<file path="src/hdl/vjs_pkg.sv">
// Shared types and constants for the velocity jump sigmoid shaper.
`default_nettype none
package vjs_pkg;

  typedef enum logic [7:0] {
    ST_IDLE    = 8'b0000_0001,
    ST_ROOT    = 8'b0000_0010,
    ST_DECIDE  = 8'b0000_0100,
    ST_FETCH   = 8'b0000_1000,
    ST_CHECK   = 8'b0001_0000,
    ST_MUL_LAT = 8'b0010_0000,
    ST_MUL_FWD = 8'b0100_0000,
    ST_WRITE   = 8'b1000_0000
  } vjs_state_e;

  typedef struct packed {
    logic load;
    logic root_step;
    logic decide;
    logic fetch;
    logic check;
    logic mul_lat;
    logic mul_fwd;
    logic write;
  } vjs_cmd_t;

  typedef struct packed {
    logic out_free;
  } vjs_status_t;

  localparam int unsigned RootSteps = 16;
  localparam logic [15:0] ThresholdReset = 16'd1000;

  localparam logic [1:0] PHASE_NONE  = 2'd0;
  localparam logic [1:0] PHASE_ACCEL = 2'd1;
  localparam logic [1:0] PHASE_DECEL = 2'd2;

endpackage
`default_nettype wire

</file>
<file path="src/hdl/vjs_ctrl.sv">
// Controller state machine sequencing one beat through the shaper datapath.
`default_nettype none
module vjs_ctrl (
  input  wire logic                 clk_i,
  input  wire logic                 rst_ni,
  input  wire logic                 in_valid_i,
  output logic                      in_ready_o,
  input  wire vjs_pkg::vjs_status_t status_i,
  output vjs_pkg::vjs_cmd_t         cmd_o
);
  import vjs_pkg::*;

  vjs_state_e state_q, state_d;
  logic [3:0] cnt_q, cnt_d;

  always_ff @(posedge clk_i or negedge rst_ni) begin
    if (!rst_ni) begin
      state_q <= ST_IDLE;
      cnt_q   <= '0;
    end else begin
      state_q <= state_d;
      cnt_q   <= cnt_d;
    end
  end

  always_comb begin
    state_d    = state_q;
    cnt_d      = cnt_q;
    cmd_o      = '0;
    in_ready_o = 1'b0;
    unique case (state_q)
      ST_IDLE: begin
        in_ready_o = 1'b1;
        if (in_valid_i) begin
          cmd_o.load = 1'b1;
          cnt_d      = '0;
          state_d    = ST_ROOT;
        end
      end
      ST_ROOT: begin
        cmd_o.root_step = 1'b1;
        cnt_d           = cnt_q + 4'd1;
        if (cnt_q == 4'(RootSteps - 1)) begin
          state_d = ST_DECIDE;
        end
      end
      ST_DECIDE: begin
        cmd_o.decide = 1'b1;
        state_d      = ST_FETCH;
      end
      ST_FETCH: begin
        cmd_o.fetch = 1'b1;
        state_d     = ST_CHECK;
      end
      ST_CHECK: begin
        cmd_o.check = 1'b1;
        state_d     = ST_MUL_LAT;
      end
      ST_MUL_LAT: begin
        cmd_o.mul_lat = 1'b1;
        state_d       = ST_MUL_FWD;
      end
      ST_MUL_FWD: begin
        cmd_o.mul_fwd = 1'b1;
        state_d       = ST_WRITE;
      end
      ST_WRITE: begin
        if (status_i.out_free) begin
          cmd_o.write = 1'b1;
          state_d     = ST_IDLE;
        end
      end
      default: begin
        state_d = ST_IDLE;
      end
    endcase
  end

endmodule
`default_nettype wire

</file>
<file path="config.mk">
export PLATFORM = sky130hd
export DESIGN_NAME = vjs_ctrl
export DESIGN_NICKNAME = d
export VERILOG_FILES = /design/src/hdl/vjs_pkg.sv /design/src/hdl/vjs_ctrl.sv
export SDC_FILE = /design/constraint.sdc
export NUM_CORES = 1
export LEC_CHECK = 0
export BUFFER_PORTS_ARGS = -buffer_cell sky130_fd_sc_hd__buf_2
export CELL_PAD_IN_SITES_DETAIL_PLACEMENT = 0
export CELL_PAD_IN_SITES_GLOBAL_PLACEMENT = 1
export CORE_MARGIN = 2
export CORE_UTILIZATION = 35
export DETAILED_ROUTE_END_ITERATION = 10
export HOLD_SLACK_MARGIN = 0.12
export PLACE_DENSITY = 0.82
export SLEW_MARGIN = 0
export SYNTH_ARGS = -nofsm -noshare
export SYNTH_HDL_FRONTEND = slang
export SYNTH_SLANG_ARGS = --single-unit
</file>
<file path="constraint.sdc">
create_clock -name clk_i -period 2 [get_ports clk_i]
set_clock_uncertainty 0.15 [all_clocks]
set_input_delay 0.1 -clock clk_i [delete_from_list [all_inputs] [get_ports clk_i]]
set_output_delay 0.1 -clock clk_i [all_outputs]
set_load 0.1 [all_outputs]
</file>
; ---- Word-level counts from Yosys, hierarchy flattened
; Cells that the tools add are included.
[op_classes]
n_addsub = 1
n_mul = 0
div = 0
magnitude_cmp = 0
n_eq_ne = 12
shift = 0
muxes = 17
bitwise_logic = 0
reduce_logical = 3
[op_table]
columns = cell, n
row1 = case mux 8 bit (8 select lines), 1
row2 = two-way mux 8 bit, 3
row3 = two-way mux 1 bit, 11
row4 = "== test 8 x 1 -> 1 bit, second input constant", 1
row5 = "== test 8 x 2 -> 1 bit, second input constant", 1
row6 = "== test 8 x 3 -> 1 bit, second input constant", 1
row7 = "== test 8 x 4 -> 1 bit, second input constant", 1
row8 = "== test 8 x 5 -> 1 bit, second input constant", 1
row9 = "== test 8 x 6 -> 1 bit, second input constant", 1
row10 = "== test 8 x 7 -> 1 bit, second input constant", 1
row11 = "== test 8 bit, second input constant", 1
row12 = case mux 4 bit (2 select lines), 1
row13 = "!= test 2 bit, second input constant", 3
row14 = "adder 4 x 1 -> 4 bit, second input constant", 1
row15 = "== test 4 bit, second input constant", 1
row16 = two-way mux 4 bit, 1
row17 = AND reduction 3 bit, 1
row18 = AND reduction 2 bit, 1
row19 = nonzero test 2 bit, 1
[word_totals]
regBits = 12
latchBits = 0
ram_bits = 0
rom_bits = 0
in_bits = 4
output_inout_bits = 9
word_cells = 35
memories = 0

; ---- Longest topological paths before layout
[depth]
word_depth = 3
mapped_depth = 6
depth_no_buf = 5

; ---- Least setup slack after synthesis
; Ideal clock, no wire load.
[synth_path]
path_kind = register to register
startpoint = register state_q[4]
endpoint = register cnt_q[0]
setup_ps = 158
arrival_ps = 4514
required_ps = 1692
setup_slack_ps = -2821
stages_incl_launch_ff = 6
n_path_buf = 0
period_less_slack_ps = 4821
cell_sequence = dfrtp_1 > or4_4 > nor3b_1 > nand2_1 > inv_1 > nor2_1
[synth_via]
elab_chain_cells = 3
elab_cells_between_ends = 6
classes_between = eq/ne: 3 / mux: 1 / reduce/logical: 2
[synth_lines]
columns = item, line
row1 = "start, declared", vjs_ctrl.sv:13  ; vjs_state_e state_q, state_d;
row2 = "start signal, assigned", vjs_ctrl.sv:21  ; state_q <= state_d;
row3 = == test 8 x 1 -> 1 bit / == test 8 x 2 -> 1 bit (equally long branches), vjs_ctrl.sv:31  ; unique case (state_q)
row4 = != test 2 bit (no line) / nonzero test 2 bit (equally long branches), --
row5 = AND reduction 2 bit (no line), --
row6 = "end signal, assigned", vjs_ctrl.sv:22  ; cnt_q <= cnt_d;
row7 = "end, declared", vjs_ctrl.sv:14  ; logic [3:0] cnt_q, cnt_d;
; Parallel ways exist; a longest one is shown, timed or not.
; A chain may end at the register's enable or synchronous reset.

==> metrics.cfg <==
[final_layout]
multi_input_area_sq_um=477
final_common_cell=buf_4
syn2layout_area_growth_pct=83.6
diodes=0
nets=115
final.fill_count=146
ff_latch_area_sq_um=303
drive_gt1_share_pct=56.0
layout_common_cells=20 x buf_4, 10 x dfrtp_1, 9 x buf_12
instances_no_fill=134

[pwr]
seq_power_share_pct=24.7
p_comb_share_pct=63.7
p_clk_share_pct=11.6
fin_total_pwr_w=0.00140
internal-power_w=0.000779
p_leak_nw=0.536
peakVddDrop_mv=0.779
switching_power_w=0.000616
power_density_nw_per_um2=1130
netSwitchingFraction_pct=44.2

[logic_synthesis]
syn_inst=71
synth_warnings=0
synth-seq-cells=12
syn-cell-area_sq_um=672
synth_area_per_cell_sq_um=9.46
synth-seq-area-share_pct=44.9
synth_nets=76
synth_cell_types=32

[sta]
finalCritPeriodShare_pct=105
relSlewSlack_pct=65.9
max_freq_mhz=475
hold_slack_ps=157
tightestPinTransition_ps=510
hold_violations=0
period_minus_slack_ps=2100
setup_viol=3
fin_ws_ps=-105
drv_slew=0
rsz0062_at_grt=true
fin_setup_tns_ps=-253

[critical_path]
crit_buf_inv=2
cp_max_fo=2
crit_chain=or4_4 > nor4b_4 > buf_4 > buf_12
cp.required_ps=1750
critical-path-top-delay-family=simple AND/OR/NAND/NOR gates
cp-end-kind=output port
arrival_ps=1850
r2r_start=state_q[4]$_DFFE_PN0P_
cpMaxStageDelayCell=or4_4
critical_path_class=flop to output port
max_stage_delay_ps=570
timing.rr.end=cnt_q[3]$_DFFE_PN0P_
r2r_slack_ps=0
crit_path_start_kind=flop
rr_worst_depth=6

[job]
maxCapViolCount=0

[placement]
gp_congestion=0.865
dp_hpwl_mm=1.22
io_buffers=12
place_ws_ps=57.7
dpl.cell_count=114

[die]
row_count=15
io_pins=13
fp.dieH_microns=47.8
start_util_pct=38.1
die_area_sq_um=2290
design.core.area_sq_um=1760
die_w_microns=47.8

[route]
dr.pass1.iters=4
via_count=666
wirelength_mm=1.98
drc=0
ant_nets=0
avgRoutedWirePerCell_microns=14.8
vias_per_cell=4.97
drt_iter0_drc=12

[clock_network]
cts.clk_slew.worst_paths_ps=70
cts_max_path_buffers=2
ctsHtreeMaxLevel=1
cts_tree=yes
clkSinkCount=12
clockRootBuffer=clkbuf_4
worstSkewPairLatency_ps=280
cts_buffers=3

[min_path]
holdCritPathClass=input pin to asynchronous set/reset pin

[global_route]
grt_use_total_pct=18.9
antenna_found_initial=0
grt_max_degree=12
overflow=0
grt_pass1_wl_mm=2.93
grt_pass1_vias=647

[outcome]
violations=negative setup slack
status=finished with violations

==> area by class of cell <==
class,count,area share [%]
multi-input combinational,55,38.6
timing repair buffer,36,31.2
inverter,2,0.913
sequential,12,24.5
tap,25,2.54
clock buffer,4,2.13
==> cell usage after synthesis <==
cell      count  share of area (%)
nor3_1        1               0.74
a211oi_1      1                1.1
nand3_1       4                3.0
nor2_1       11                6.1
dfstp_2       1                3.9
or4_4         1                1.7
nand3b_1      1                1.1
xnor2_1       1                1.3
or2b_1        1                1.1
nor4b_4       1                3.5
or4_1         2                2.2
xor2_1        2                2.6
o211a_1       1                1.5
ha_1          1                1.9
dfrtp_1      11                 41
nor4b_1       1                1.3
clkbuf_1      2                1.1
a31oi_1       1               0.93
or3b_2        1                1.3
nor3b_1       5                5.6
nor2_2        1               0.93
a221o_1       1                1.5
a21oi_1       1               0.74
nand4_1       1               0.93
inv_1         2                1.1
or2_2         1               0.93
nand2b_1      2                1.9
o21ai_0       2                1.5
and4_1        1                1.3
nor2b_1       1               0.93
a221oi_1      1                1.3
nand2_1       7                3.9
==> per-layer routing <==
| metal | track usage (%) | vias to the layer above | wire length [microns] |
|---|---|---|---|
| met5 | 0 | - | 0 |
| met4 | 6.49 | 0 | 17 |
| met3 | 7.17 | 4 | 61 |
| met2 | 26.4 | 13 | 1020 |
| met1 | 26.6 | 316 | 879 |
| li1 | - | 333 | - |
==> state kept, by name, indices dropped and copies added, names as in the netlist <==
name     cells
state_q      8
cnt_q        4
==> power by group through the flow <==
stage / sequential [W] / clock [W] / combinational, W
global placement: 0.000345 / 0 / 0.000660
detailed placement: 0.000347 / 0 / 0.000664
CTS: 0.000346 / 0.000163 / 0.000753
finish: 0.000344 / 0.000162 / 0.000889
floorplan: 0.000334 / 0 / 0.000465
global route: 0.000351 / 0.000174 / 0.000953
==> worst max path at each step <==
stage,cells after the start,startpoint,slack [ps],endpoint
floorplan,5,state_q[4]$_DFFE_PN0P_,-920,cnt_q[3]$_DFFE_PN0P_
global placement,5,state_q[0]$_DFFE_PN1P_,30,state_q[0]$_DFFE_PN1P_
global route,4,state_q[7]$_DFFE_PN0P_,-170,cmd_o[6]
CTS,4,state_q[4]$_DFFE_PN0P_,-130,cmd_o[6]
finish,4,state_q[4]$_DFFE_PN0P_,-100,cmd_o[6]
detailed placement,5,state_q[0]$_DFFE_PN1P_,60,state_q[0]$_DFFE_PN1P_
==> worst reg2reg max path, stage by stage (launching register included) <==
cell	delay, ps
dfrtp_1	400
or4_4	570
nor4b_4	270
buf_4	170
nand4_1	110
xor2_1	190
nor2_2	50
==> logic make-up after synthesis <==
| family | synth area share, % |
|---|---|
| buffers and inverters | 2.24 |
| AO/OA/AOI/OAI | 8.57 |
| flip-flops | 44.9 |
| adder cells (fa/ha/maj) | 1.86 |
| AND/OR/NAND/NOR | 38.6 |
| XOR/XNOR | 3.91 |
==> metrics by stage <==
stage / cell area (sq um) / utilization [%]
final: 1230 / 69.9
after global routing: 1230 / 69.9
after CTS: 1140 / 64.8
after detailed placement: 1010 / 57.4
after global placement: 1010 / 57.4
after floorplan: 734 / -
==> repair_timing <==
action,in CTS,in global routing
pin swaps,5,4
setup endpoints to repair,7,13
hold buffers,4,0
gates resized for setup,5,13
hold endpoints to repair,16,0
buffers inserted,6,7
Note: power is estimated with default switching activity, not from simulation.
